`src/assert_macros.svh`:
```
// assertion macros for the gradient map rtl, included by the divider
`ifndef ASSERT_MACROS_SVH
`define ASSERT_MACROS_SVH
`ifndef SYNTHESIS
// property checked at every clock edge outside reset
`define LGM_ASSERT(lbl, ck, rstn, prop) \
	lbl: assert property (@(posedge ck) disable iff (!rstn) prop) \
	else $error("lgm assertion failed");
// consequent checked in the cycle after the antecedent
`define LGM_ASSERT_NEXT(lbl, ck, rstn, ante, cons) \
	lbl: assert property (@(posedge ck) disable iff (!rstn) (ante) |=> (cons)) \
	else $error("lgm assertion failed");
`else
`define LGM_ASSERT(lbl, ck, rstn, prop)
`define LGM_ASSERT_NEXT(lbl, ck, rstn, ante, cons)
`endif
`endif

```
`src/lgm_pkg.sv`:
```
// shared constants and types of the gradient map core
package lgm_pkg;

	// q0.16 fixed point
	localparam int          Q_FRAC_BITS = 16;
	localparam logic [16:0] ONE_Q16     = 17'h10000;
	localparam logic [15:0] HALF_Q16    = 16'h8000;

	// quotient bits resolved per divider stage, must divide Q_FRAC_BITS
	localparam int DIV_STEPS_PER_STAGE = 2;
	// mod 2^c-1 folding steps per gray stage (two stages)
	localparam int FOLD_STEPS_PER_STAGE = 2;

	// register file
	localparam int REG_IDX_BITS = 3;
	typedef enum logic [REG_IDX_BITS-1:0] {
		REG_COLOR_LO          = 3'd0,
		REG_COLOR_HI          = 3'd1,
		REG_SPLIT_POINT       = 3'd2,
		REG_OPACITY           = 3'd3,
		REG_GRAY_WEIGHT_RED   = 3'd4,
		REG_GRAY_WEIGHT_GREEN = 3'd5,
		REG_GRAY_WEIGHT_BLUE  = 3'd6
	} reg_idx_t;

	// reset values
	localparam logic [16:0] RST_OPACITY      = 17'h10000;
	localparam logic [15:0] RST_SPLIT_POINT  = 16'd0;
	localparam logic [15:0] RST_WEIGHT_RED   = 16'd19595;
	localparam logic [15:0] RST_WEIGHT_GREEN = 16'd38470;
	localparam logic [15:0] RST_WEIGHT_BLUE  = 16'd7471;

endpackage

```
`src/lgm_regs.sv`:
```
// apb register file of the gradient map core with derived settings
module lgm_regs import lgm_pkg::*; #(
	parameter int CW = 8,
	parameter int DW = 32,
	parameter int AW = 5
) (
	input  logic            clk,
	input  logic            arst_n,
	input  logic            psel,
	input  logic            penable,
	input  logic            pwrite,
	input  logic [AW-1:0]   paddr,
	input  logic [DW-1:0]   pwdata,
	output logic [DW-1:0]   prdata,
	output logic            pready,
	output logic [3*CW-1:0] color_lo,
	output logic [3*CW-1:0] color_hi,
	output logic [15:0]     split_eff,
	output logic [16:0]     op_eff,
	output logic [16:0]     inv_op,
	output logic [15:0]     weight_red,
	output logic [15:0]     weight_green,
	output logic [15:0]     weight_blue
);

	logic [3*CW-1:0] color_lo_q;
	logic [3*CW-1:0] color_hi_q;
	logic [15:0]     split_point_q;
	logic [16:0]     opacity_q;
	logic [15:0]     weight_red_q;
	logic [15:0]     weight_green_q;
	logic [15:0]     weight_blue_q;
	reg_idx_t        idx;
	logic            wr_en;

	assign idx    = reg_idx_t'(paddr[AW-1:AW-REG_IDX_BITS]);
	assign wr_en  = psel && penable && pwrite;
	assign pready = 1'b1;

	// register writes
	always_ff @(posedge clk or negedge arst_n) begin
		if (!arst_n) begin
			color_lo_q     <= '0;
			color_hi_q     <= '1;
			split_point_q  <= RST_SPLIT_POINT;
			opacity_q      <= RST_OPACITY;
			weight_red_q   <= RST_WEIGHT_RED;
			weight_green_q <= RST_WEIGHT_GREEN;
			weight_blue_q  <= RST_WEIGHT_BLUE;
		end else if (wr_en) begin
			case (idx)
				REG_COLOR_LO:          color_lo_q     <= pwdata[3*CW-1:0];
				REG_COLOR_HI:          color_hi_q     <= pwdata[3*CW-1:0];
				REG_SPLIT_POINT:       split_point_q  <= pwdata[15:0];
				REG_OPACITY:           opacity_q      <= pwdata[16:0];
				REG_GRAY_WEIGHT_RED:   weight_red_q   <= pwdata[15:0];
				REG_GRAY_WEIGHT_GREEN: weight_green_q <= pwdata[15:0];
				REG_GRAY_WEIGHT_BLUE:  weight_blue_q  <= pwdata[15:0];
				default: ;
			endcase
		end
	end

	// read mux
	always_comb begin
		case (idx)
			REG_COLOR_LO:          prdata = DW'(color_lo_q);
			REG_COLOR_HI:          prdata = DW'(color_hi_q);
			REG_SPLIT_POINT:       prdata = DW'(split_point_q);
			REG_OPACITY:           prdata = DW'(opacity_q);
			REG_GRAY_WEIGHT_RED:   prdata = DW'(weight_red_q);
			REG_GRAY_WEIGHT_GREEN: prdata = DW'(weight_green_q);
			REG_GRAY_WEIGHT_BLUE:  prdata = DW'(weight_blue_q);
			default:               prdata = '0;
		endcase
	end

	// zero split means one half, opacity saturates at one
	assign split_eff    = (split_point_q == 16'd0) ? HALF_Q16 : split_point_q;
	assign op_eff       = (opacity_q > ONE_Q16) ? ONE_Q16 : opacity_q;
	assign inv_op       = ONE_Q16 - op_eff;
	assign color_lo     = color_lo_q;
	assign color_hi     = color_hi_q;
	assign weight_red   = weight_red_q;
	assign weight_green = weight_green_q;
	assign weight_blue  = weight_blue_q;

endmodule

```
`config.mk`:
```
export PLATFORM = sky130hd
export DESIGN_NAME = lgm_regs
export DESIGN_NICKNAME = d
export VERILOG_FILES = /design/src/assert_macros.svh /design/src/lgm_pkg.sv /design/src/lgm_regs.sv
export SDC_FILE = /design/constraint.sdc
export NUM_CORES = 1
export LEC_CHECK = 0
export BUFFER_PORTS_ARGS = -buffer_cell sky130_fd_sc_hd__buf_2
export CORE_ASPECT_RATIO = 0.75
export CORE_UTILIZATION = 30
export CTS_CLUSTER_SIZE = 28
export DETAILED_ROUTE_END_ITERATION = 8
export GPL_TIMING_DRIVEN = 0
export PLACE_DENSITY = 0.5
export SLEW_MARGIN = 20
export SYNTH_ARGS = -nofsm -noshare
export SYNTH_HDL_FRONTEND = slang
export SYNTH_SLANG_ARGS = --single-unit
```
`constraint.sdc`:
```
create_clock -name clk -period 6.7 [get_ports clk]
set_clock_uncertainty 0.15 [all_clocks]
set_input_delay 0.67 -clock clk [delete_from_list [all_inputs] [get_ports clk]]
set_output_delay 0.67 -clock clk [all_outputs]
set_load 0.01 [all_outputs]
```
======== Word-level counts from Yosys, hierarchy flattened ========
Cells that the tools add are included.
cells by class
  $add $sub $neg .......................... 1
  $lt $le $gt $ge ......................... 1
  equality and inequality tests ........... 6
  multiplexer cells ....................... 3
  reduce and logical (&&, ||, !) cells .... 11
operators by type and width
  kind                      count
  $pmux W24 S7              1
  $gt A17 B17 Y1 const B    1
  $mux W17                  1
  $sub A17 B17 Y17 const A  1
  $logic_not A16 Y1         1
  $mux W16                  1
  $reduce_and A2 Y1         7
  $eq A3 B3 Y1 const B      3
  $eq A3 B2 Y1 const B      2
  $eq A3 B1 Y1 const B      1
  $logic_not A3 Y1          1
  $logic_and A1 B1 Y1       2
word-level totals
  register bits after elaboration ......... 129
  input bits .............................. 42
  output and inout bits ................... 179

======== Logic depth before layout (Yosys ltp) ========
  word-level depth ........................ 3
  gate-level depth with buffers ........... 8

======== Worst setup path before layout ========
No wires, ideal clock.
  path type ............................... register -> output
  start point ............................. register opacity_q[16]
  end point ............................... output inv_op[16]
  arrival time ............................ 2.736 ns
  required time ........................... 5.880 ns
  slack ................................... 3.144 ns
  cell stages (with the launch flop) ...... 9
  path buffers ............................ 2
  cells stage by stage .................... dfstp_2 > clkbuf_1 > nand2b_1 > ha_1 > buf_1 > or3b_2 > or2_0 > or3_1 > o31ai_1
between the ends
  cells in the longest elaborated chain, start to end .. 3
ends and longest elaborated chain
  what                    line            RTL
  start, declared         lgm_regs.sv:29  logic [16:0] opacity_q;
  start signal, assigned  lgm_regs.sv:55  REG_OPACITY: opacity_q <= pwdata[16:0];
  $gt A17 B17 Y1          lgm_regs.sv:80  assign op_eff = (opacity_q > ONE_Q16) ? ONE_Q16 : opacity_q;
  $mux W17 *              lgm_regs.sv:80
  $sub A17 B17 Y17 *      lgm_regs.sv:81  assign inv_op = ONE_Q16 - op_eff;
  end, declared           lgm_regs.sv:20  output logic [16:0] inv_op,
Every way passes the cells marked *; elsewhere a longest branch is shown, timed or not.

======== Worst setup path in the final report ========
Same ends and word-level chain as after synthesis.

==> impl_metrics.py <==
metrics = {
    "drt": {
        "via_count": 5512,
        "via_per_inst": 5.113,
        "wl_met2_um": 10540,
        "met1_length_um": 11190,
        "drtIter0Drc": 298,
        "routed_wl_um": 23810,
        "antenna_left": 0,
        "wl_met3_um": 1783,
        "avgRoutedWirePerCell_um": 22.09,
        "drc": 0,
        "drt_first_pass_iters": 5,
        "highest_layer": "met4",
    },
    "global_routing": {
        "grt_pass1_vias": 5460,
        "grt_max_degree": 70,
        "grt_antenna_before_repair": 0,
        "grt-ovfl-total": 0,
        "grt_usage_pct": 21.10,
        "grt_pass1_wl_um": 34970,
    },
    "sta": {
        "max_freq_mhz": 222.6,
        "fin_crit_ns": 4.493,
        "finalSetupTns_ns": 0,
        "slew_viol_final": 0,
        "hold_viol_final": 0,
        "finalSetupViolCount": 0,
        "rsz0062_at_grt": "false",
        "tightest_slew_ns": 0.9820,
        "relSlewSlack_pct": 34.53,
        "period_share_pct": 67.06,
    },
    "floorplan": {
        "die_x_um": 174.1,
        "initial_core_util_pct": 31.04,
        "io_pins": 221,
        "die_height_um": 131.1,
        "die_area_um2": 22810,
        "core_um2": 21470,
        "num_rows": 46,
    },
    "finish": {
        "drive_above_1_share_pct": 58.35,
        "layout_common_cells": "buf_2, mux2_2, dfrtp_1",
        "diodes": 0,
        "final_common_cell": "buf_2",
        "final_area_um2": 8750,
        "syn2layout_area_growth_pct": 31.32,
        "layout.nets": 820,
    },
    "pwr": {
        "p_leak_nw": 4.126,
        "intPower_mw": 2.044,
        "fin_total_pwr_mw": 3.010,
        "seq_power_share_pct": 37.7,
        "p_comb_share_pct": 28.2,
        "power.density_nw_per_um2": 344.0,
        "p_clk_share_pct": 34.1,
        "ir_drop_v": 0.0001524,
        "power.switching_mw": 0.9659,
        "sw_frac_of_total_pct": 32.09,
    },
    "placement": {
        "port_buffers": 200,
        "placed_area_um2": 8088,
        "place.gp.congestion": 0.8807,
        "place_hpwl_um": 17500,
    },
    "critical_path": {
        "r2r_setup_slack_ns": 4.89,
        "end_kind": "output port",
        "path_class": "reg2out",
        "cp.arrival_ns": 3.67,
        "worstPathRequired_ns": 5.88,
        "crit_fanout": 10,
        "startpoint_type": "register",
    },
    "synthesis": {
        "ys_warn_count": 0,
        "ys_seq_area_share_pct": 49.35,
        "synth_edf_count": 0,
        "syn_inst": 550,
        "async_flop_share_pct": 100.0,
        "ys.flop_type": "dfrtp_1",
        "yosysTopAreaCell": "dfrtp_1",
        "ys_types": 51,
        "yosys-top-cells-area": "dfrtp_1, mux2_2, dfstp_2",
        "synth_top_area_share_pct": 30.42,
        "ys_seq_elements": 129,
        "synth.avg_cell_area_um2": 12.11,
        "syn_area_um2": 6663,
    },
    "clock_network": {
        "cts-root-buf": "clkbuf_16",
        "cts_resized": 0,
        "cts_tree": "done",
        "clockBufferDepth": 2,
        "ctsHtreeMaxLevel": 4,
        "clk_latency_ns": 0.42,
        "cts_hold_buf": 0,
        "post_cts_buffers": 0,
        "clock-sinks": 129,
        "clk_pin_slew_ns": 0.06,
        "cts_buffers": 17,
    },
    "run_status": {
        "outcome": "completed",
    },
    "hold_path": {
        "hold_class": "in2async",
    },
    "run": {
        "maxCapViolations": 0,
    },
}
[final cells by class]
| type | count | area, um2 |
|---|---|---|
| multi-input cells | 362 | 3104 |
| clock buffers | 21 | 480.5 |
| plain buffers | 64 | 294.0 |
| flip-flops and latches | 129 | 3288 |
| repair buffers | 201 | 1039 |
| clock inverters | 11 | 176.4 |
| well taps | 288 | 360.3 |
| fillers | 2077 | 12720 |
| inverters | 2 | 7.507 |
[routing by layer]
metal	global-route usage (%)	vias up
li1	-	2440
met3	5.450	19
met4	5.521	0
met2	32.38	257
met5	0	-
met1	29.59	2796
[stage by stage]
| stage | util, % | hold WS (ns) | setup WS [ns] | cells |
|---|---|---|---|---|
| after floorplan | - | 0.2244 | 3.144 | 557 |
| after global placement | 37.50 | 0.3595 | 2.387 | 1045 |
| after detailed placement | 37.67 | 0.3655 | 2.356 | 1046 |
| after CTS | 40.73 | 0.06046 | 2.204 | 1078 |
| after global routing | 40.76 | 0.06872 | 1.971 | 1078 |
| final | 40.76 | 0.04239 | 2.207 | 1078 |
[flip-flops by register name (all words and copies together), names as in the netlist]
| register | cells |
|---|---|
| color_hi | 24 |
| color_lo | 24 |
| opacity_q | 17 |
| split_point_q | 16 |
| weight_blue | 16 |
| weight_green | 16 |
| weight_red | 16 |
[worst max-delay path, stage by stage, from the launching register on]
cell and delay [ns]:
dfstp_2 0.63, clkbuf_1 0.37, nand2b_1 0.20, ha_1 0.15, buf_1 0.31, or3b_2 0.51, or2_0 0.31, or3_1 0.34
o31ai_1 0.24, buf_2 0.19
[logic make-up after synthesis]
kind of cell	Yosys count	synth area share, %
other	2	0.1127
muxes	170	28.79
AOI/OAI and AO/OA	71	7.850
DFF	129	49.35
xor gates and xnor gates	6	0.7889
adders and majority gates	1	0.1878
buffers and inverters	66	4.526
and+or+nand+nor	105	8.395
[cells in the mapped netlist, types with 8 or more instances]
library cell,n
buf_4,10
o22ai_1,8
nor2b_1,18
mux2i_1,24
nor3_1,9
nand2_1,12
mux2_2,143
nor2_1,32
a21oi_1,11
a31o_2,8
dfrtp_1,81
a22oi_1,13
dfstp_2,48
clkbuf_1,41
[power groups by stage]
stage | registers (mW) | logic (mW) | clock network, mW
2_1_floorplan | 1.15 | 0.442 | 0
3_3_place_gp | 1.13 | 0.838 | 0
3_5_place_dp | 1.14 | 0.851 | 0
4_1_cts | 1.13 | 0.855 | 1.04
5_1_grt | 1.16 | 0.918 | 1.07
6_report | 1.13 | 0.849 | 1.03
[path summary, 6_finish.rpt]
kind                                    to  depth (start not counted)       startpoint
max                             inv_op[16]                          9    opacity_q[16]
min                            color_lo[3]                          1           arst_n
max reg2reg                  opacity_q[16]                          3    opacity_q[16]
min reg2reg                weight_blue[15]                          1  weight_blue[15]
max in group asynchronous  weight_green[9]                          2           arst_n
min in group clk              color_lo[23]                          2       pwdata[23]
Note: power is estimated with default switching activity, not from simulation.
