[src/assert_macros.svh]
// assertion macros for the gradient map rtl, included by the divider
`ifndef ASSERT_MACROS_SVH
`define ASSERT_MACROS_SVH
`ifndef SYNTHESIS
// property checked at every clock edge outside reset
`define LGM_ASSERT(lbl, ck, rstn, prop) \
	lbl: assert property (@(posedge ck) disable iff (!rstn) prop) \
	else $error("lgm assertion failed");
// consequent checked in the cycle after the antecedent
`define LGM_ASSERT_NEXT(lbl, ck, rstn, ante, cons) \
	lbl: assert property (@(posedge ck) disable iff (!rstn) (ante) |=> (cons)) \
	else $error("lgm assertion failed");
`else
`define LGM_ASSERT(lbl, ck, rstn, prop)
`define LGM_ASSERT_NEXT(lbl, ck, rstn, ante, cons)
`endif
`endif

[src/lgm_pkg.sv]
// shared constants and types of the gradient map core
package lgm_pkg;

	// q0.16 fixed point
	localparam int          Q_FRAC_BITS = 16;
	localparam logic [16:0] ONE_Q16     = 17'h10000;
	localparam logic [15:0] HALF_Q16    = 16'h8000;

	// quotient bits resolved per divider stage, must divide Q_FRAC_BITS
	localparam int DIV_STEPS_PER_STAGE = 2;
	// mod 2^c-1 folding steps per gray stage (two stages)
	localparam int FOLD_STEPS_PER_STAGE = 2;

	// register file
	localparam int REG_IDX_BITS = 3;
	typedef enum logic [REG_IDX_BITS-1:0] {
		REG_COLOR_LO          = 3'd0,
		REG_COLOR_HI          = 3'd1,
		REG_SPLIT_POINT       = 3'd2,
		REG_OPACITY           = 3'd3,
		REG_GRAY_WEIGHT_RED   = 3'd4,
		REG_GRAY_WEIGHT_GREEN = 3'd5,
		REG_GRAY_WEIGHT_BLUE  = 3'd6
	} reg_idx_t;

	// reset values
	localparam logic [16:0] RST_OPACITY      = 17'h10000;
	localparam logic [15:0] RST_SPLIT_POINT  = 16'd0;
	localparam logic [15:0] RST_WEIGHT_RED   = 16'd19595;
	localparam logic [15:0] RST_WEIGHT_GREEN = 16'd38470;
	localparam logic [15:0] RST_WEIGHT_BLUE  = 16'd7471;

endpackage

[src/lgm_div.sv]
// pipelined restoring divider for the ramp position within a segment
`include "assert_macros.svh"
module lgm_div import lgm_pkg::*; #(
	parameter int SIDE_W = 24
) (
	input  logic              clk,
	input  logic              arst_n,
	input  logic              up_valid,
	output logic              up_ready,
	input  logic [16:0]       up_gray,
	input  logic [SIDE_W-1:0] up_side,
	input  logic [15:0]       split_eff,
	output logic              dn_valid,
	input  logic              dn_ready,
	output logic [16:0]       dn_k,
	output logic              dn_lower,
	output logic [SIDE_W-1:0] dn_side
);

	localparam int NSTG = 1 + Q_FRAC_BITS / DIV_STEPS_PER_STAGE;
	localparam int LAST = NSTG - 1;

	logic              vld_s  [NSTG];
	logic              en_s   [NSTG];
	logic [15:0]       rem_s  [NSTG];
	logic [16:0]       quo_s  [NSTG];
	logic [15:0]       den_s  [NSTG];
	logic              low_s  [NSTG];
	logic [SIDE_W-1:0] side_s [NSTG];

	logic        lower_c;
	logic [15:0] num_c, den_c;
	logic        q16_c;

	// enable chain from the output back to the entry
	always_comb begin
		en_s[LAST] = !vld_s[LAST] || dn_ready;
		for (int i = LAST - 1; i >= 0; i--) begin
			en_s[i] = !vld_s[i] || en_s[i+1];
		end
	end
	assign up_ready = en_s[0];

	// segment select: numerator never exceeds the divisor
	always_comb begin
		lower_c = (up_gray < {1'b0, split_eff});
		num_c   = lower_c ? up_gray[15:0] : 16'(up_gray - {1'b0, split_eff});
		den_c   = lower_c ? split_eff : 16'(ONE_Q16 - {1'b0, split_eff});
		q16_c   = !lower_c && (num_c == den_c);
	end

	// entry stage
	always_ff @(posedge clk or negedge arst_n) begin
		if (!arst_n) begin
			vld_s[0] <= 1'b0;
		end else if (en_s[0]) begin
			vld_s[0] <= up_valid;
		end
	end

	always_ff @(posedge clk) begin
		if (en_s[0]) begin
			rem_s[0]  <= q16_c ? 16'd0 : num_c;
			quo_s[0]  <= {16'd0, q16_c};
			den_s[0]  <= den_c;
			low_s[0]  <= lower_c;
			side_s[0] <= up_side;
		end
	end

	// iteration stages, a few quotient bits each
	for (genvar i = 1; i < NSTG; i++) begin : g_stage
		logic [15:0] r_nx;
		logic [16:0] q_nx;

		always_comb begin
			logic [16:0] t;
			r_nx = rem_s[i-1];
			q_nx = quo_s[i-1];
			for (int j = 0; j < DIV_STEPS_PER_STAGE; j++) begin
				t = {r_nx, 1'b0};
				if (t >= {1'b0, den_s[i-1]}) begin
					r_nx = 16'(t - {1'b0, den_s[i-1]});
					q_nx = {q_nx[15:0], 1'b1};
				end else begin
					r_nx = t[15:0];
					q_nx = {q_nx[15:0], 1'b0};
				end
			end
		end

		always_ff @(posedge clk or negedge arst_n) begin
			if (!arst_n) begin
				vld_s[i] <= 1'b0;
			end else if (en_s[i]) begin
				vld_s[i] <= vld_s[i-1];
			end
		end

		always_ff @(posedge clk) begin
			if (en_s[i]) begin
				rem_s[i]  <= r_nx;
				quo_s[i]  <= q_nx;
				den_s[i]  <= den_s[i-1];
				low_s[i]  <= low_s[i-1];
				side_s[i] <= side_s[i-1];
			end
		end
	end

	assign dn_valid = vld_s[LAST];
	assign dn_k     = quo_s[LAST];
	assign dn_lower = low_s[LAST];
	assign dn_side  = side_s[LAST];

	// remainder stays below the divisor
	`LGM_ASSERT(a_rem_below_den, clk, arst_n, vld_s[LAST] |-> (rem_s[LAST] < den_s[LAST]))
	// lower segment position is always below one
	`LGM_ASSERT(a_lower_below_one, clk, arst_n, (vld_s[LAST] && low_s[LAST]) |-> !quo_s[LAST][16])
	// a position of one has no fraction bits
	`LGM_ASSERT(a_one_exact, clk, arst_n, (vld_s[LAST] && quo_s[LAST][16]) |-> (quo_s[LAST][15:0] == 16'd0))
	// a stalled result is held at the divider output
	`LGM_ASSERT_NEXT(a_hold_stalled, clk, arst_n, vld_s[LAST] && !dn_ready, vld_s[LAST] && $stable(quo_s[LAST]))

endmodule

[config.mk]
export PLATFORM = sky130hd
export DESIGN_NAME = lgm_div
export DESIGN_NICKNAME = d
export VERILOG_FILES = /design/src/lgm_pkg.sv /design/src/lgm_div.sv
export VERILOG_INCLUDE_DIRS = /design/src /design/src/src
export SDC_FILE = /design/constraint.sdc
export NUM_CORES = 1
export LEC_CHECK = 0
export ABC_CLOCK_PERIOD_IN_PS = 5200
export BUFFER_PORTS_ARGS = -buffer_cell sky130_fd_sc_hd__buf_2
export CAP_MARGIN = 10
export CORE_MARGIN = 2
export CORE_UTILIZATION = 46
export CTS_CLUSTER_DIAMETER = 200
export DETAILED_ROUTE_END_ITERATION = 10
export SYNTH_ARGS = -nofsm -noshare
export SYNTH_HDL_FRONTEND = slang
export SYNTH_SLANG_ARGS = --single-unit
[constraint.sdc]
create_clock -name clk -period 5.2 [get_ports clk]
set_input_delay 0.26 -clock clk [delete_from_list [all_inputs] [get_ports clk]]
set_output_delay 0.26 -clock clk [all_outputs]
set_load 0.02 [all_outputs]
======== Word level (Yosys, flattened, before mapping) ========
Memory sizes are Yosys's and may differ from the RTL's.
Index checks and enable logic that the tools add are counted.
storage, ports and cells
  bits in registers ....................... 9
  memory bits (writable) .................. 666
  input port bits ......................... 61
  output and inout port bits .............. 44
  logic and storage cells ................. 123
  memories ................................ 5
cells by class
  add/subtract/negate cells ............... 18
  order comparisons ....................... 17
  equality and inequality tests ........... 1
  multiplexer cells ....................... 53
  reduce and logical (&&, ||, !) cells .... 20
memories
  memory  words  width  read ports  clocked after memory_dff  write ports  RTL line       text
  side_s  9      24     9           0                         9            lgm_div.sv:29  logic [SIDE_W-1:0] side_s [NSTG];
  quo_s   9      17     9           0                         9            lgm_div.sv:26  logic [16:0] quo_s [NSTG];
  den_s   9      16     8           0                         9            lgm_div.sv:27  logic [15:0] den_s [NSTG];
  rem_s   9      16     8           0                         9            lgm_div.sv:25  logic [15:0] rem_s [NSTG];
  low_s   9      1      9           0                         9            lgm_div.sv:28  logic low_s [NSTG];
operators with widths
  operator               number
  $mux 16                19
  $ge 17x16->1           16
  $sub 16x16->16         17
  $mux 1                 34
  $lt 17x16->1           1
  $eq 16x16->1           1
  $sub 1x16->16 const A  1
  $logic_not 1->1        10
  $logic_or 1x1->1       9
  $logic_and 1x1->1      1

======== Logic depth before layout (Yosys ltp) ========
Gate-level depths: netlist of the first run.
  word-level depth ........................ 12
  mapped depth ............................ 25
  depth with buffers taken out ............ 23

======== Worst setup path after synthesis of the first run ========
OpenSTA, ideal clock, no wires.
  kind .................................... register -> register
  start ................................... memory den_s[6][1], in the netlist den_s[0][97]
  end ..................................... memory rem_s[7][7], in the netlist rem_s[0][119], data pin
  setup time .............................. 0.260 ns
  arrival time ............................ 5.525 ns
  required time ........................... 4.940 ns
  path slack .............................. -0.584 ns
  cell stages (with the launch flop) ...... 25
  buffers on the path ..................... 3
  period minus slack after synthesis ...... 5.784 ns
  cells stage by stage .................... edfxtp_1 inv_1 ha_1 nor2b_1 o31a_1 o41ai_1 a21oi_1 a2111oi_2 o31a_1 o31a_2 buf_2 mux2_2 ha_1 o21a_1 o31a_1 o41ai_1 o21ai_0 o31ai_1 o21a_1 o311ai_0 a31oi_1 o211a_1 buf_2 buf_6 mux2_2
RTL lines
  what             RTL line
  start, declared  lgm_div.sv:27
  end, declared    lgm_div.sv:25

==> impl_metrics.yaml, run 1 <==
final_layout:
  n_antenna_cell: 0
  area_growth_pct: 26.5
  design.final.nets: 3719
  num-fill-cells: 5784
  drive_above_1_share_pct: 29.0
  final_cell_area_um2: 41700
synth:
  yosysSeqAreaShare_pct: 51.9
  yosysTopAreaCellShare_pct: 51.2
  yosysTopAreaCell: "edfxtp_1"
  synth.most_common_cell: "edfxtp_1"
  syn-num-nets: 3141
  synth_area_leaders: "edfxtp_1 (51%), ha_1 (10%), mux2_2 (4.8%)"
  synth_warnings: 0
  async_flop_share_pct: 1.58
  yosysUniqueCellTypes: 93
  synth_ff_type: "edfxtp_1"
  synth_cells: 2806
  syn_avg_cell_area_um2: 11.8
  synth-seq-cells: 571
  synth-edff-count: 562
  syn_area_um2: 33000
  yosys-top-cells-count: "edfxtp_1 (562), ha_1 (265), inv_1 (225)"
setup_path:
  slowest_stage: "edfxtp_1"
  path_buf_inv: 2
  cp-end-kind: "register"
  worstPathArrival_ns: 5.65
  required_ns: 5.58
  path_class: "reg -> reg"
  crit_path_max_incr_delay_ns: 0.40
  start_kind: "register"
  cp_max_fo: 16
  cp_common_cell: "o31a_1"
  path_cells: "inv_2, ha_4, nor2b_4, o31a_1, o41ai_4, a21oi_2, a2111oi_4, o31a_1, o31a_4, mux2_4, ha_4, o21a_1, o31a_1, o41ai_2, o21ai_1, o31ai_2, o21a_1, o311ai_1, a31oi_1, o211a_1, buf_12, mux2_2"
  cp_top_family: "compound AO/OA/AOI/OAI gates"
job:
  drv_cap: 0
die:
  fp-row-count: 98
  initial_core_util_pct: 46.3
  die_area_um2: 73900
  die_x_um: 272
  core_area_um2: 71200
  ios: 105
  die_h_um: 272
sta:
  finalSetupViolCount: 36
  skew_ns: 0.0464
  hold_viol_final: 0
  fin_ws_ns: -0.0735
  post-route-period-util_pct: 101
  worst_pin_slew_ns: 1.14
  rsz0062_at_grt: "yes"
  final_max_slew_viol_count: 0
  fmax_mhz: 190
  relSlewSlack_pct: 23.8
  fin_crit_ns: 5.27
cts:
  clock-sinks: 571
  cts_root_buffer: "clkbuf_16"
  clock_latency_ns: 0.62
  cts_buffers: 66
  cts-htree-levels: 3
  cts_buffer_depth: 3
  cts_tree: "yes"
  clkTransAtPathRegs_ns: 0.06
status:
  status: "finished, violations left"
  violations: "setup timing"
drt:
  via_per_inst: 5.41
  drt_pass1_iterations: 5
  num_vias: 23700
  routedWlPerCell_um: 18.7
  drtAntennaViolNets: 0
  drc: 0
  drt_wl_total_um: 81900
  drt_iter0_markers: 1456
global_routing:
  antenna_found_initial: 2
  grt_pass1_vias: 23800
  grt_pass1_wl_um: 128000
  overflow: 0
  grt.total_usage_pct: 21.9
  grt_max_degree: 72
placement:
  dpl_cell_area_um2: 37400
  dp_hpwl_um: 62300
  gp_congestion: 0.917
  portBuffers: 104
worst_hold_path:
  holdCritPathClass: "in -> async"
[sequential cells by signal, summed over array words and instances (netlist names)]
| name | flops |
|---|---|
| side_s | 216 |
| den_s | 128 |
| rem_s | 128 |
| quo_s | 81 |
| low_s | 9 |
| vld_s | 8 |
| dn_valid | 1 |
[path summary, 6_finish.rpt]
| kind | startpoint | end | slack [ns] | cells after the start |
|---|---|---|---|---|
| setup / recovery | den_s[0][97] | rem_s[0][114] | -0.07 | 22 |
| hold / removal | arst_n | dn_valid | 0.04 | 2 |
| setup reg to reg | den_s[0][97] | rem_s[0][114] | -0.07 | 22 |
| hold reg to reg | side_s[0][131] | side_s[0][155] | 0.40 | 0 |
| max in group asynchronous | arst_n | vld_s[7] | 4.91 | 2 |
| min in group clk | up_gray[4] | rem_s[0][4] | 0.04 | 3 |
[stage by stage]
stage	util (%)	instances	setup WS, ns	TNS (ns)	hold WS [ns]
floorplan	-	2806	-0.199	-2.36	-0.0356
global placement	52.5	4157	-0.290	-16.75	0.155
detailed placement	52.5	4157	-0.552	-27.88	0.161
CTS	57.1	4343	-0.124	-2.29	0.00473
global route	58.6	4385	-0.356	-12.01	0.0182
finish	58.6	4385	-0.0735	-1.08	0.0374
[layout make-up]
class                           instances  area [µm²]  area share [%]
Inverter                              228         866            2.07
Clock buffer                           78        1720            4.11
Timing Repair Buffer                  571        4330            10.4
Sequential cell                       571       17100            41.0
Tap cell                              950        1190            2.85
Multi-Input combinational cell       1946       16000            38.3
Clock inverter                         41         563            1.35
[logic make-up (layout without fill, tap and decap cells)]
group | Yosys count | after routing | share of synthesized area [%]
AND/OR/NAND/NOR | 659 | 660 | 9.80
flip-flops | 571 | 571 | 51.9
AO/OA/AOI/OAI | 639 | 639 | 12.7
adder cells (fa/ha/maj) | 274 | 274 | 10.6
multiplexers | 156 | 156 | 5.37
XOR/XNOR | 217 | 217 | 5.85
buffers and inverters | 290 | 918 | 3.79
[routing by layer]
| layer | global-route usage (%) | part of all wire (%) | vias to the layer above |
|---|---|---|---|
| li1 | - | - | 11600 |
| met5 | 0 | 0.013 | - |
| met3 | 3.33 | 4.4 | 131 |
| met2 | 36.9 | 48 | 560 |
| met4 | 5.97 | 2.2 | 2 |
| met1 | 29.4 | 45 | 11400 |
[worst register-to-register path, delay by kind of cell (launching register included)]
family	cells	cell delay, ns
fa+ha+maj	2	0.43
buf+inv	2	0.28
compound gates	15	3.11
flops	1	0.40
simple gates	1	0.12
mux	2	0.69
[cells in the final DEF, fill, tap and decap left out, drive strengths merged, types with 18 or more instances in the layout]
cell type / count
edfxtp: 562
buf: 535
ha: 265
inv: 228
nor2: 196
a21oi: 179
xnor2: 157
nand2: 152
mux2: 146
o21ai: 138
clkbuf: 80
a21o: 64
xor2: 58
nor3: 53
nand4: 52
o21a: 45
nand3: 40
o21bai: 36
dlygate4sd3: 34
nand2b: 33
nor2b: 33
clkinv: 30
a211oi: 28
o31ai: 22
and2: 21
or3: 20
nor4: 18
[what timing repair did]
item,4_1_cts,5_1_grt
hold buffers,34,0
setup endpoints to repair,96,115
resized for setup,76,158
endpoints found under the hold margin,42,0
gates cloned,3,1
pin swaps,47,71
setup buffers,30,41
Power of run 1 is not shown: default switching activity piles up to over one toggle a cycle in this logic, so the estimate is an artifact.
==> run 2: changes to the inputs <==
- CTS_BUF_LIST: unset -> sky130_fd_sc_hd__clkbuf_4
==> run 2 against run 1 <==
Against the previous run:
- the run still ends with setup timing left
- sequential share of layout area down 0.30 points
- final cell count up 5.2%
- critical path depth unchanged
- clock skew up 0.018 ns
- core utilization up 0.42 points
- clock-buffer cell count up 142
- highest routed layer unchanged
==> impl_metrics.yaml, run 2 (synthesized netlist as in run 1, its figures left out) <==
cts:
  cts_buffers: 154
  cts_tree: "yes"
  cts_root_buffer: "clkbuf_4"
  cts-htree-levels: 4
  clkTransAtPathRegs_ns: 0.06
  clock_latency_ns: 1.00
  clock-sinks: 571
  cts_buffer_depth: 3
setup_path:
  ff2ff_path_depth: 22
  required_ns: 5.90
  path_cells: "inv_2, ha_4, nor2b_4, o31a_1, o41ai_4, a21oi_2, a2111oi_4, o31a_1, o31a_4, mux2_4, ha_4, o21a_1, o31a_1, o41ai_2, o21ai_1, o31ai_2, o21a_1, o311ai_1, a31oi_1, o211a_1, buf_12, mux2_4"
  slowest_stage: "edfxtp_1"
  cp-end-kind: "register"
  worstPathArrival_ns: 6.01
  crit_path_max_incr_delay_ns: 0.40
  r2r-start: "den_s[0][97]"
  worstReg2RegEnd: "rem_s[0][117]"
  critPathLaunch: "den_s[0][97]"
  cp_max_fo: 16
  worst-r2r-setup-slack_ns: -0.11
  cp-endpoint: "rem_s[0][117]"
  cp_common_cell: "o31a_1"
  start_kind: "register"
  path_class: "reg -> reg"
drt:
  drt_iter0_markers: 1435
  drc: 0
  drtAntennaViolNets: 0
  drt_wl_total_um: 83600
  routedWlPerCell_um: 18.1
  drt_pass1_iterations: 5
  via_per_inst: 5.32
  num_vias: 24500
final_layout:
  num-fill-cells: 5896
  drive_above_1_share_pct: 30.8
  largestRegisters: "side_s (216), den_s (128), rem_s (128)"
  largest_register_ffs: 216
  fin_cells: 4614
  final_cell_mix: "edfxtp_1 (562), buf_4 (409), ha_1 (237)"
  area_growth_pct: 27.4
  largest-register: "side_s"
  mostFrequentLayoutCell: "edfxtp_1"
  design.final.nets: 3872
global_routing:
  grt_busiest_layer: "met2"
  grt.total_usage_pct: 22.4
  use_met3_pct: 4.19
  antenna_found_initial: 7
  met2_usage_pct: 37.2
  grt_pass1_wl_um: 130000
  overflow: 0
  met1_usage_pct: 29.0
  grt_max_degree: 72
  grt_pass1_vias: 24900
placement:
  portBuffers: 104
  dp_hpwl_um: 62300
  gp_congestion: 0.917
  dp.cells: 4157
status:
  status: "finished, violations left"
  violations: "setup timing"
sta:
  fin_crit_ns: 5.31
  skew_ns: 0.0644
  post-route-period-util_pct: 102
  fin_ws_ns: -0.111
  rsz0062_at_grt: "yes"
  relSlewSlack_pct: 23.5
  fmax_mhz: 188
  final_max_slew_viol_count: 0
  worst_pin_slew_ns: 1.15
  hold_viol_final: 0
  finalSetupViolCount: 40
die:
  die_x_um: 272
  die_area_um2: 73900
  die_h_um: 272
  core_area_um2: 71200
  ios: 105
  fp-row-count: 98
  initial_core_util_pct: 46.3
worst_hold_path:
  hp-start: "up_valid"
  holdCritPathClass: "in -> reg"
  min_path_cells: 3
job:
  drv_cap: 0
-- run 2: cell count changes in the layout (fill, tap and decap cells not counted), moves of 10 or more --
| cell | change |
|---|---|
| clkbuf_4 | +220 |
| clkbuf_1 | -10 |
| clkinv_1 | +29 |
| dlygate4sd3_1 | +63 |
| clkbuf_16 | -65 |
-- run 2: worst max-delay path, delay by kind of cell, from the launching register on --
family,cells,cell delay [ns]
AO/OA/AOI/OAI,15,3.14
adder cells (fa/ha/maj),2,0.42
buffers and inverters,2,0.29
flip-flops,1,0.40
multiplexers,2,0.64
AND/OR/NAND/NOR,1,0.12
-- run 2: layout make-up --
cell class                      instances  area (µm²)  share of cell area, %
Timing Repair inverter                  1        8.76                 0.0208
Multi-Input combinational cell       1945       15900                   37.8
Antenna cell                            6        15.0                 0.0357
Clock inverter                         57         365                  0.869
Sequential cell                       571       17100                   40.7
Clock buffer                          220        1650                   3.93
Timing Repair Buffer                  636        4950                   11.8
Inverter                              228         868                   2.07
Tap cell                              950        1190                   2.83
-- run 2: stage by stage --
step	setup WS, ns	cell area, µm²	util, %	hold slack [ns]	setup TNS, ns
2_1_floorplan	-0.199	33300	-	-0.0356	-2.36
6_report	-0.111	42000	59.0	0.147	-2.67
3_3_place_gp	-0.290	37400	52.5	0.155	-16.75
3_5_place_dp	-0.552	37400	52.5	0.161	-27.88
4_1_cts	-0.130	41000	57.6	0.0454	-2.36
5_1_grt	-0.415	42000	59.0	0.0983	-13.66
-- run 2: what timing repair did --
| item | in CTS | in global routing |
|---|---|---|
| cloned | 2 | 3 |
| endpoints found under the hold margin | 68 | 0 |
| resized for setup | 75 | 159 |
| pin swaps | 48 | 67 |
| hold buffers | 97 | 0 |
| endpoints found under the setup margin | 111 | 116 |
| buffers inserted | 33 | 43 |
-- run 2: how the worst min path moves through the flow --
stage	end	slack [ns]
finish	vld_s[8]	0.15
CTS	vld_s[8]	0.05
global route	vld_s[8]	0.1
detailed placement	dn_valid	0.16
global placement	dn_valid	0.15
floorplan	dn_valid	-0.04
-- run 2: per-layer routing --
layer  wire length, µm  vias up
met2             40000      606
met1             37300    11800
met5                11        -
met3              3900      170
li1                  -    12000
met4              2440        2
Power of run 2 is left out for the same reason.
