**config.mk**
```make
export PLATFORM = sky130hd
export DESIGN_NAME = lgm_gray
export DESIGN_NICKNAME = d
export VERILOG_FILES = /design/src/assert_macros.svh /design/src/lgm_pkg.sv /design/src/lgm_gray.sv
export SDC_FILE = /design/constraint.sdc
export NUM_CORES = 1
export LEC_CHECK = 0
export ABC_AREA = 1
export BUFFER_PORTS_ARGS = -buffer_cell sky130_fd_sc_hd__buf_2
export CORE_MARGIN = 2
export CORE_UTILIZATION = 35
export CTS_CLUSTER_SIZE = 30
export DETAILED_ROUTE_END_ITERATION = 10
export HOLD_SLACK_MARGIN = 0.03
export SYNTH_ARGS = -nofsm -noshare
export SYNTH_HDL_FRONTEND = slang
export SYNTH_SLANG_ARGS = --single-unit
export TNS_END_PERCENT = 20
```
**constraint.sdc**
```tcl
create_clock -name clk -period 9.25 [get_ports clk]
set_clock_uncertainty 0.15 [all_clocks]
set_input_delay 1.85 -clock clk [delete_from_list [all_inputs] [get_ports clk]]
set_output_delay 1.85 -clock clk [all_outputs]
set_load 0.05 [all_outputs]
```
**src/assert_macros.svh**
```systemverilog
// assertion macros for the gradient map rtl, included by the divider
`ifndef ASSERT_MACROS_SVH
`define ASSERT_MACROS_SVH
`ifndef SYNTHESIS
// property checked at every clock edge outside reset
`define LGM_ASSERT(lbl, ck, rstn, prop) \
	lbl: assert property (@(posedge ck) disable iff (!rstn) prop) \
	else $error("lgm assertion failed");
// consequent checked in the cycle after the antecedent
`define LGM_ASSERT_NEXT(lbl, ck, rstn, ante, cons) \
	lbl: assert property (@(posedge ck) disable iff (!rstn) (ante) |=> (cons)) \
	else $error("lgm assertion failed");
`else
`define LGM_ASSERT(lbl, ck, rstn, prop)
`define LGM_ASSERT_NEXT(lbl, ck, rstn, ante, cons)
`endif
`endif

```
**src/lgm_pkg.sv**
```systemverilog
// shared constants and types of the gradient map core
package lgm_pkg;

	// q0.16 fixed point
	localparam int          Q_FRAC_BITS = 16;
	localparam logic [16:0] ONE_Q16     = 17'h10000;
	localparam logic [15:0] HALF_Q16    = 16'h8000;

	// quotient bits resolved per divider stage, must divide Q_FRAC_BITS
	localparam int DIV_STEPS_PER_STAGE = 2;
	// mod 2^c-1 folding steps per gray stage (two stages)
	localparam int FOLD_STEPS_PER_STAGE = 2;

	// register file
	localparam int REG_IDX_BITS = 3;
	typedef enum logic [REG_IDX_BITS-1:0] {
		REG_COLOR_LO          = 3'd0,
		REG_COLOR_HI          = 3'd1,
		REG_SPLIT_POINT       = 3'd2,
		REG_OPACITY           = 3'd3,
		REG_GRAY_WEIGHT_RED   = 3'd4,
		REG_GRAY_WEIGHT_GREEN = 3'd5,
		REG_GRAY_WEIGHT_BLUE  = 3'd6
	} reg_idx_t;

	// reset values
	localparam logic [16:0] RST_OPACITY      = 17'h10000;
	localparam logic [15:0] RST_SPLIT_POINT  = 16'd0;
	localparam logic [15:0] RST_WEIGHT_RED   = 16'd19595;
	localparam logic [15:0] RST_WEIGHT_GREEN = 16'd38470;
	localparam logic [15:0] RST_WEIGHT_BLUE  = 16'd7471;

endpackage

```
**src/lgm_gray.sv**
```systemverilog
// gray level pipeline: weighted sum and exact division by the channel maximum
module lgm_gray import lgm_pkg::*; #(
	parameter int CW = 8
) (
	input  logic            clk,
	input  logic            arst_n,
	input  logic            up_valid,
	output logic            up_ready,
	input  logic [3*CW-1:0] up_src,
	input  logic [15:0]     weight_red,
	input  logic [15:0]     weight_green,
	input  logic [15:0]     weight_blue,
	output logic            dn_valid,
	input  logic            dn_ready,
	output logic [16:0]     dn_gray,
	output logic [3*CW-1:0] dn_src
);

	localparam int PW = CW + 16;
	localparam int SW = CW + 18;
	localparam logic [SW-1:0] MASK    = {{(SW-CW){1'b0}}, {CW{1'b1}}};
	localparam logic [SW-1:0] SAT_LIM = {2'b00, {CW{1'b1}}, 16'h0000};

	logic            v_s1, v_s2, v_s3, v_s4;
	logic            en_s1, en_s2, en_s3, en_s4;
	logic [PW-1:0]   pr_s1, pg_s1, pb_s1;
	logic [3*CW-1:0] src_s1, src_s2, src_s3, src_s4;
	logic [SW-1:0]   sum_s2;
	logic            sat_s2, sat_s3;
	logic [SW-1:0]   r_s3, q_s3;
	logic [16:0]     gray_s4;
	logic [SW-1:0]   sum_c;
	logic [SW-1:0]   r3_c, q3_c, r4_c, q4_c;

	// stage enables, a stage moves when empty or when its successor moves
	assign en_s4    = !v_s4 || dn_ready;
	assign en_s3    = !v_s3 || en_s4;
	assign en_s2    = !v_s2 || en_s3;
	assign en_s1    = !v_s1 || en_s2;
	assign up_ready = en_s1;

	always_ff @(posedge clk or negedge arst_n) begin
		if (!arst_n) begin
			v_s1 <= 1'b0;
			v_s2 <= 1'b0;
			v_s3 <= 1'b0;
			v_s4 <= 1'b0;
		end else begin
			if (en_s1) v_s1 <= up_valid;
			if (en_s2) v_s2 <= v_s1;
			if (en_s3) v_s3 <= v_s2;
			if (en_s4) v_s4 <= v_s3;
		end
	end

	// weighted sum and saturation test
	assign sum_c = SW'(pr_s1) + SW'(pg_s1) + SW'(pb_s1);

	// first folding steps, sum = q*(2^c-1) + r is kept throughout
	always_comb begin
		logic [SW-1:0] t;
		r3_c = sum_s2;
		q3_c = '0;
		for (int j = 0; j < FOLD_STEPS_PER_STAGE; j++) begin
			t    = r3_c >> CW;
			q3_c = q3_c + t;
			r3_c = (r3_c & MASK) + t;
		end
	end

	// last folding steps and final correction
	always_comb begin
		logic [SW-1:0] t;
		r4_c = r_s3;
		q4_c = q_s3;
		for (int j = 0; j < FOLD_STEPS_PER_STAGE; j++) begin
			t    = r4_c >> CW;
			q4_c = q4_c + t;
			r4_c = (r4_c & MASK) + t;
		end
		if (r4_c == MASK) begin
			q4_c = q4_c + SW'(1);
		end
	end

	// payload registers
	always_ff @(posedge clk) begin
		if (en_s1) begin
			pr_s1  <= PW'(weight_red)   * PW'(up_src[2*CW +: CW]);
			pg_s1  <= PW'(weight_green) * PW'(up_src[CW +: CW]);
			pb_s1  <= PW'(weight_blue)  * PW'(up_src[0 +: CW]);
			src_s1 <= up_src;
		end
		if (en_s2) begin
			sum_s2 <= sum_c;
			sat_s2 <= (sum_c >= SAT_LIM);
			src_s2 <= src_s1;
		end
		if (en_s3) begin
			r_s3   <= r3_c;
			q_s3   <= q3_c;
			sat_s3 <= sat_s2;
			src_s3 <= src_s2;
		end
		if (en_s4) begin
			gray_s4 <= sat_s3 ? ONE_Q16 : {1'b0, q4_c[15:0]};
			src_s4  <= src_s3;
		end
	end

	assign dn_valid = v_s4;
	assign dn_gray  = gray_s4;
	assign dn_src   = src_s4;

endmodule

```
== Yosys cells after proc, flatten, opt, wreduce, memory -nomap -nowiden ==
Cells that the tools add are included.

* Add/sub/neg operators: 10
* $mul: 3
* Magnitude comparators: 1
* Equal/unequal tests: 1
* Mux-type cells: 2
* Reduce and logical (&&, ||, !) cells: 8

{| class="wikitable"
|+ Operator list
! cell !! count
|-
| multiplier 16 x 8 -> 24 bit || 3
|-
| adder 16 x 11 -> 16 bit || 2
|-
| adder 25 x 24 -> 26 bit || 1
|-
| >= comparator 26 x 24 -> 1 bit, second input constant || 1
|-
| adder 24 x 24 -> 25 bit || 1
|-
| adder 8 x 11 -> 12 bit || 2
|-
| adder 8 x 18 -> 19 bit || 1
|-
| 2-to-1 mux 17 bit || 1
|-
| adder 16 x 1 -> 16 bit, second input constant || 1
|-
| adder 16 x 4 -> 16 bit || 1
|-
| 2-to-1 mux 16 bit || 1
|-
| == test 12 x 8 -> 1 bit, second input constant || 1
|-
| adder 8 x 4 -> 9 bit || 1
|-
| zero test 1 bit || 4
|-
| logical OR 1 bit || 4
|}

* Register bits: 245
* Bits of input ports: 76
* Output and inout port bits: 43
* Word-level logic and storage cells: 43

== Depth between registers and ports, before layout ==
Gate-level depths: netlist of the first run.

* Depth after elaboration: 5
* Mapped depth: 25
* Mapped depth without buffers: 25

== Worst setup path after synthesis of the first run ==
No wires, ideal clock.

* Path type: input to output
* Start point: in dn_ready
* End point: out up_ready
* Arrival time: 6.476 ns
* Data required time: 7.250 ns
* Slack: 0.774 ns
* Cell stages on the path: 6
* Buffers on the path: 0
* Cell sequence: nor2_1 inv_1 nor2_1 inv_1 nor2_1 nand2_1

* Longest elaborated chain between the ends: 4

{| class="wikitable"
|+ Ends and longest elaborated chain
! element !! RTL line !! text
|-
| start, declared || lgm_gray.sv:14 || <nowiki>input logic dn_ready,</nowiki>
|-
| logical OR 1 bit || lgm_gray.sv:36 || <nowiki>assign en_s4 = !v_s4 || dn_ready;</nowiki>
|-
| named net en_s4 || lgm_gray.sv:25 || <nowiki>logic en_s1, en_s2, en_s3, en_s4;</nowiki>
|-
| logical OR 1 bit || lgm_gray.sv:37 || <nowiki>assign en_s3 = !v_s3 || en_s4;</nowiki>
|-
| named net en_s3 || lgm_gray.sv:25 ||
|-
| logical OR 1 bit || lgm_gray.sv:38 || <nowiki>assign en_s2 = !v_s2 || en_s3;</nowiki>
|-
| logical OR 1 bit || lgm_gray.sv:39 || <nowiki>assign en_s1 = !v_s1 || en_s2;</nowiki>
|-
| end, declared || lgm_gray.sv:8 || <nowiki>output logic up_ready,</nowiki>
|}

The timed path passes the listed nets, and every way through them passes these cells.

== Worst setup path after layout of the first run ==
Ends and elaborated chain as after synthesis.

==> key figures, run 1 <==
Global route
  • First-pass GRT wire length: approximately 88000 um
  • Met3 GRT Util: about 1.1%
  • Met1 Use GR: between 10% and 20%
  • GR peak layer: met2
  • Met2 usage: between 20% and 30%
  • Largest net degree at the start of global routing: 67
  • Vias in the first global route: roughly 18k
  • Initial antenna violation count: 1
  • Gr usage total: around 15%
  • Total grt overflow: 0

STA
  • Setup tns final: 0 ns
  • Achievable Freq: around 160 MHz
  • Endpoints failing setup: 0
  • Period Utilization, post-route: 68.46%
  • Hold Vio Cnt, Final: 0
  • RSZ-0062 raised after global routing: false
  • Worst setup margin: a little under 3 ns
  • Pins Over Slew Limit: 0
  • Fin crit period: around 6.3 ns
  • Rel. slew slack: roughly 36%
  • Worst-Margin Slew: between 0.9 and 1 ns

Synth
  • Cell variety after synth: 44
  • Register area share after synthesis: a little under 30%
  • Post-Synth XOR/XNOR Area: 4.053%
  • Post-synth top area cell: edfxtp_1
  • Post-synthesis mux area share: 0%
  • Simple-Gate Fraction of Synth Area: 16.05%
  • Adder-Cell Fraction of Synth Area: 32.18%
  • Post-synth EDFFs: between 200 and 250
  • Top FF cell, synth: edfxtp_1
  • Compound-Gate Fraction of Synth Area: under 10%
  • Syn Std Cell Area: about 25000 sq um
  • Main combinational cell family by area after synthesis: adder cells
  • Synthesized instance count: ~2.9k
  • Net Count, Synth: around 3.5k
  • Synth warn: 0
  • Yosys reg bits: approximately 250
  • Synth top area share: between 20 and 30%
  • Synth area leaders: edfxtp_1 (29%), fa_1 (23%), inv_1 (12%)
  • Async SR Flop Fraction: under 10%
  • Mean Syn Cell Area: about 8.6 sq um

Routing
  • Avg WL per Cell: about 13 um
  • DR iter-0 viols: approximately 900
  • Via Count: about 18k
  • DRT Pass-1 Iters: 7
  • DRC Markers: 0
  • Final wirelength: roughly 52000 um
  • Drt via density: about 4.5
  • Routed Antenna Nets: 0

Clock network
  • Clk buf depth: 3
  • Postcts setup bufs: 0
  • Sink Count: 245
  • Reg clk slew, reported paths: 0.06 ns
  • Post-CTS Resized: 0
  • Worst-Skew Late Latency: 0.54 ns
  • Clock Root Buffer: clkbuf_16
  • CTS Hold Buffers Added: 0
  • TritonCTS clock tree: built
  • TritonCTS buffer count: 27
  • Htree depth: 1

Floorplan
  • Die Area: between 70000 and 80000 sq um
  • Ports: 119
  • Initial Util: 35.19%
  • Die width: ~270 um
  • Die Span Y: 271.6 um
  • Num rows: about 100
  • Core box area: between 70000 and 80000 sq um

Finish
  • Number of fill cells in the layout: 7251
  • Fraction of layout cells with a size suffix above 1: under 10%
  • Nets@finish: roughly 3.5k
  • Most frequent cells in the layout: inv_1 (771), nand2_1 (696), fa_1 (283)
  • Commonest non-fill, non-tap cell in the layout: inv_1
  • Area Growth Syn to Fin: 9.218%
  • Post-layout instance area: 27380 sq um

Setup path
  • Maximum fanout along the worst path: 55
  • Critical path required time: 7.25 ns
  • Crit. End Element: output port
  • R2r setup slk: roughly 4.9 ns
  • Crit path from: dn_ready
  • Crit path kind: primary input to output port
  • Critical Path Start Type: primary input
  • Crit path DAT: between 4 and 5 ns
  • Worst r2r src: r_s3[8]

Placement
  • RePlAce Congestion: 0.9100
  • DP Area: about 26000 sq um
  • Dpl ws: roughly 2.7 ns
  • Number of port buffers: around 120
  • Post-DP HPWL: 43360 um

Power and ir drop
  • Tot Pwr: 0.01036 W
  • Leak: around 15 nW
  • PwrDens: between 300 and 400 nW/um^2
  • Peak VDD IR: 0.1985 mV

Run status
  • Status: finished clean

Flow run
  • Max_cap viols: 0

Hold path
  • Hold WC Path Type: register to register
  • Hold wc startpoint: src_s2[23]
-- where the power goes --
group,leakage [nW],switching (W),internal [W],total [W]
sequential,2.52,0.000275,0.00205,0.00232
combinational,12.1,0.00439,0.00257,0.00696
clock,0.433,0.000442,0.000631,0.00107
-- registers in the layout, indices dropped and copies added (netlist names) --
register	cells
pr_s1	24
src_s2	24
dn_valid	1
dn_src	24
pb_s1	24
pg_s1	24
sat_s2	1
q_s3	16
dn_gray	17
src_s3	24
sat_s3	1
sum_s2	26
v_s3	1
src_s1	24
v_s1	1
r_s3	12
v_s2	1
-- per-layer routing --
| layer | up-vias | routed length (um) |
|---|---|---|
| met5 | - | 0 |
| met4 | 0 | 763 |
| met3 | 43 | 1400 |
| met2 | 228 | 26310 |
| met1 | 8401 | 23780 |
| li1 | 8938 | - |
-- synthesized netlist by cell type, drive strengths merged (3+ instances only) --
cell,number
inv,776
nand2,703
fa,283
edfxtp,241
ha,192
a21oi,133
nor2,111
clkbuf,99
nand3,90
xor2,79
o21ai,66
xnor2,37
nand4,29
nor3,24
o21bai,13
a31oi,8
nand3b,7
a21o,5
dfrtp,4
a21boi,3
o211ai,3
-- worst paths after layout --
check                         endpoint  cells after the start
setup / recovery              up_ready                      9
hold / removal              src_s3[23]                      0
setup reg to reg           dn_gray[10]                     23
hold reg to reg             src_s3[23]                      0
max in group asynchronous         v_s1                      1
min in group asynchronous         v_s2                      1
-- critical path, stage by stage --
cell and delay (ns):
buf_2 0.08, nor2_1 0.04, inv_2 0.64, nor2_1 0.11, inv_2 0.07, buf_4 0.52, nor2_1 0.22, nand2_4 0.43
buf_2 0.36
-- cells by family after synthesis --
| group | count (synthesis) |
|---|---|
| xor+xnor | 116 |
| buf+inv | 877 |
| simple gates | 971 |
| other cells | 1 |
| fa+ha+maj | 475 |
| flops | 245 |
| compound gates | 239 |
-- stage by stage --
stage	utilization [%]	hold slack (ns)	instances
5_1_grt	38.43	0.2701	3945
6_report	38.43	0.2639	3945
2_1_floorplan	-	0.2503	2924
3_3_place_gp	37.16	0.2501	3894
4_1_cts	38.43	0.2633	3944
3_5_place_dp	37.16	0.2545	3894
-- layout make-up --
| type | instances | area, sq um | share of cell area, % |
|---|---|---|---|
| clock inverter | 22 | 212.7 | 0.7769 |
| timing repair buffer | 121 | 613.1 | 2.239 |
| multi-input combinational | 1802 | 14420 | 52.68 |
| tap | 950 | 1189 | 4.341 |
| sequential | 245 | 7337 | 26.80 |
| antenna | 1 | 2.502 | 0.009140 |
| inverter | 776 | 2913 | 10.64 |
| clock buffer | 28 | 689.4 | 2.518 |
(Power assumes the default switching activity.)
==> inputs of run 2 (changes only) <==
clock period = 5.36 ns   (was 9.25 ns; I/O delays follow)
==> key figures, run 2 (synthesis gave the netlist of run 1 again) <==
Setup path
  • CP bufs+invs: 5 (unchanged)
  • Crit path DAT: 5.09 ns (+0.76 ns)
  • Critical Path Start Type: primary input
  • Crit. End Element: register
  • CP Depth: 16 (+7)
  • CP max-delay cell: fa_1
  • Cells on worst reg2reg path: 23 (unchanged)
  • CP Cell Sequence: buf_2 > buf_4 > nand2_1 > inv_1 > fa_1 > inv_1 > fa_1 > fa_1 > fa_1 > inv_1 > ha_1 > nand2_1 > nor4_1 > nand4_1 > nand3_1 > xor2_1
  • Top delay family on crit path: adder cells
  • Critical path required time: 5.50 ns (-1.75 ns)
  • Crit path kind: primary input to register
  • Worst path max stage delay: 0.55 ns (-0.09 ns)
  • Crit path top cell by count: fa_1
  • Maximum fanout along the worst path: 14 (-75%)

Clock network
  • Post-CTS Resized: 0 (unchanged)
  • Htree depth: 1 (unchanged)
  • Reg clk slew, reported paths: 0.07 ns (about the same)
  • Postcts setup bufs: 0 (unchanged)
  • Clock Root Buffer: clkbuf_16
  • Worst-Skew Late Latency: 0.57 ns (+0.03 ns)
  • CTS Hold Buffers Added: 0 (unchanged)
  • Clk buf depth: 3 (unchanged)
  • Sink Count: 245 (unchanged)
  • TritonCTS clock tree: built
  • TritonCTS buffer count: 28 (+3.7%)

Finish
  • Most frequent cells in the layout: inv_1 (771), nand2_1 (696), fa_1 (283)
  • Post-layout instance area: 28640 sq um (+4.6%)
  • Nets@finish: 3671 (+4.2%)
  • Commonest non-fill, non-tap cell in the layout: inv_1
  • Area Growth Syn to Fin: 14.26%
  • Largest register by flop count: sum_s2
  • Number of fill cells in the layout: 7160 (-1.3%)
  • Fraction of layout cells with a size suffix above 1: 11.20% (+4.3 points)
  • Number of flip-flops in the largest register: 26 (unchanged)

STA
  • Period Utilization, post-route: between 90% and 100%
  • Worst setup margin: 0.4134 ns (-2.504 ns)
  • Pins Over Slew Limit: 0 (unchanged)
  • Rel. slew slack: 50.58% (+14 points)
  • Fin crit period: 4.947 ns
  • Endpoints failing setup: 0 (unchanged)
  • RSZ-0062 raised after global routing: false
  • Hold Vio Cnt, Final: 0 (unchanged)
  • Achievable Freq: between 200 and 250 MHz
  • Worst-Margin Slew: 0.7402 ns (-0.2127 ns)

Global route
  • First-pass GRT wire length: 91120 um (+3.1%)
  • Vias in the first global route: 18.49k (+3.2%)
  • Initial antenna violation count: 2 (+1)
  • Gr usage total: 14.94% (+0.42 points)
  • Largest net degree at the start of global routing: 56 (-16%)
  • Total grt overflow: 0 (unchanged)

Routing
  • Avg WL per Cell: 13.07 um (-1.3%)
  • DR iter-0 viols: 851 (-5.8%)
  • Drt via density: 4.457 (-0.15%)
  • Routed Antenna Nets: 0 (unchanged)
  • Final wirelength: 53530 um (+2.4%)
  • DRT Pass-1 Iters: 7 (unchanged)
  • Via Count: 18.25k (+3.6%)
  • DRC Markers: 0 (unchanged)

Floorplan
  • Core box area: 71240 sq um (unchanged)
  • Ports: 119 (unchanged)
  • Die Span Y: 271.6 um (unchanged)
  • Initial Util: 35.19% (unchanged)
  • Die width: 271.6 um (unchanged)
  • Num rows: 98 (unchanged)
  • Die Area: 73780 sq um (unchanged)

Power and ir drop
  • Leak: 15.80 nW (+5.1%)
  • PwrDens: 667.9 nW/um^2 (+77%)
  • Peak VDD IR: 0.3610 mV (+82%)

Flow run
  • Max_cap viols: 0 (unchanged)

Run status
  • Status: finished clean

Placement
  • Dpl ws: -0.1289 ns (-2.855 ns)
  • Number of port buffers: 118 (unchanged)
  • RePlAce Congestion: 0.8811 (-3.2%)
  • Post-DP HPWL: 45130 um (+4.1%)
  • DP Area: 27640 sq um (+4.4%)

Hold path
  • Hold WC Path Type: primary input to async pin
-- run 2: cell count changes in the layout (fill, tap and decap cells not counted), moves of 2 or more --
cell | previous run | this run
buf_12 | 0 | 5
clkinv_2 | 6 | 0
clkinvlp_4 | 5 | 3
inv_8 | 0 | 2
clkbuf_1 | 0 | 3
buf_4 | 3 | 144
clkinv_4 | 1 | 3
clkbuf_8 | 1 | 4
-- run 2: per-stage QoR --
step                      utilization (%)  cells  TNS [ns]  power, W  hold slack (ns)
after floorplan                         -   2924   -0.1838   0.01321           0.2503
after global placement              38.79   4040   -0.5674   0.01707           0.2500
after detailed placement            38.79   4040   -0.9088   0.01715           0.2545
after CTS                           40.20   4092         0   0.01930           0.1291
after global routing                40.20   4093         0   0.02124           0.1385
final                               40.21   4094         0   0.01913           0.1652
-- run 2: path summary, 6_finish.rpt --
kind                               endpoint        from  slack (ns)
worst max-delay path              pb_s1[20]   up_src[3]        0.41
min in group clk                 dn_src[16]  src_s3[16]        0.26
worst min-delay path               dn_valid      arst_n        0.17
worst min register to register   dn_src[16]  src_s3[16]        0.26
max in group asynchronous              v_s1      arst_n        4.76
worst max register to register  dn_gray[10]     r_s3[8]        1.15
-- run 2: final cells by class --
cell class	instances	area (sq um)	share of cell area, %
inverter	776	2917	10.18
multi-input combinational	1802	14420	50.36
sequential	245	7337	25.61
clock inverter	17	234.0	0.8168
clock buffer	35	767.0	2.678
antenna	2	5.005	0.01747
tap	950	1189	4.150
timing repair buffer	267	1772	6.185
-- run 2: per-layer routing --
layer,track usage (%),routed length [um],vias to the layer above
li1,-,-,9245
met1,19.56,24160,8659
met3,1.256,1697,58
met5,0,13,-
met2,26.81,26680,284
met4,3.369,974,2
-- run 2: worst register-to-register path, stage by stage, from the launching register on --
cell,delay [ns]
edfxtp_1,0.35
ha_1,0.22
inv_1,0.07
fa_1,0.39
inv_1,0.10
nand3_1,0.09
nand2_1,0.12
nand3_1,0.13
nor2_1,0.19
inv_1,0.08
fa_1,0.40
fa_1,0.42
inv_1,0.10
nand3_1,0.10
nand2_2,0.15
nand2_1,0.09
nand2_1,0.06
nand2_1,0.10
inv_1,0.10
nand3_1,0.09
nor2_1,0.19
nand2_1,0.10
o21ai_0,0.16
nor2_1,0.06
-- run 2: power by group --
part	leakage [nW]	total (W)	switching (W)	internal, W
registers	2.52	0.00400	0.000465	0.00353
logic	12.8	0.0131	0.00780	0.00530
clock network	0.482	0.00204	0.000811	0.00123
total	15.8	0.0191	0.00908	0.0101
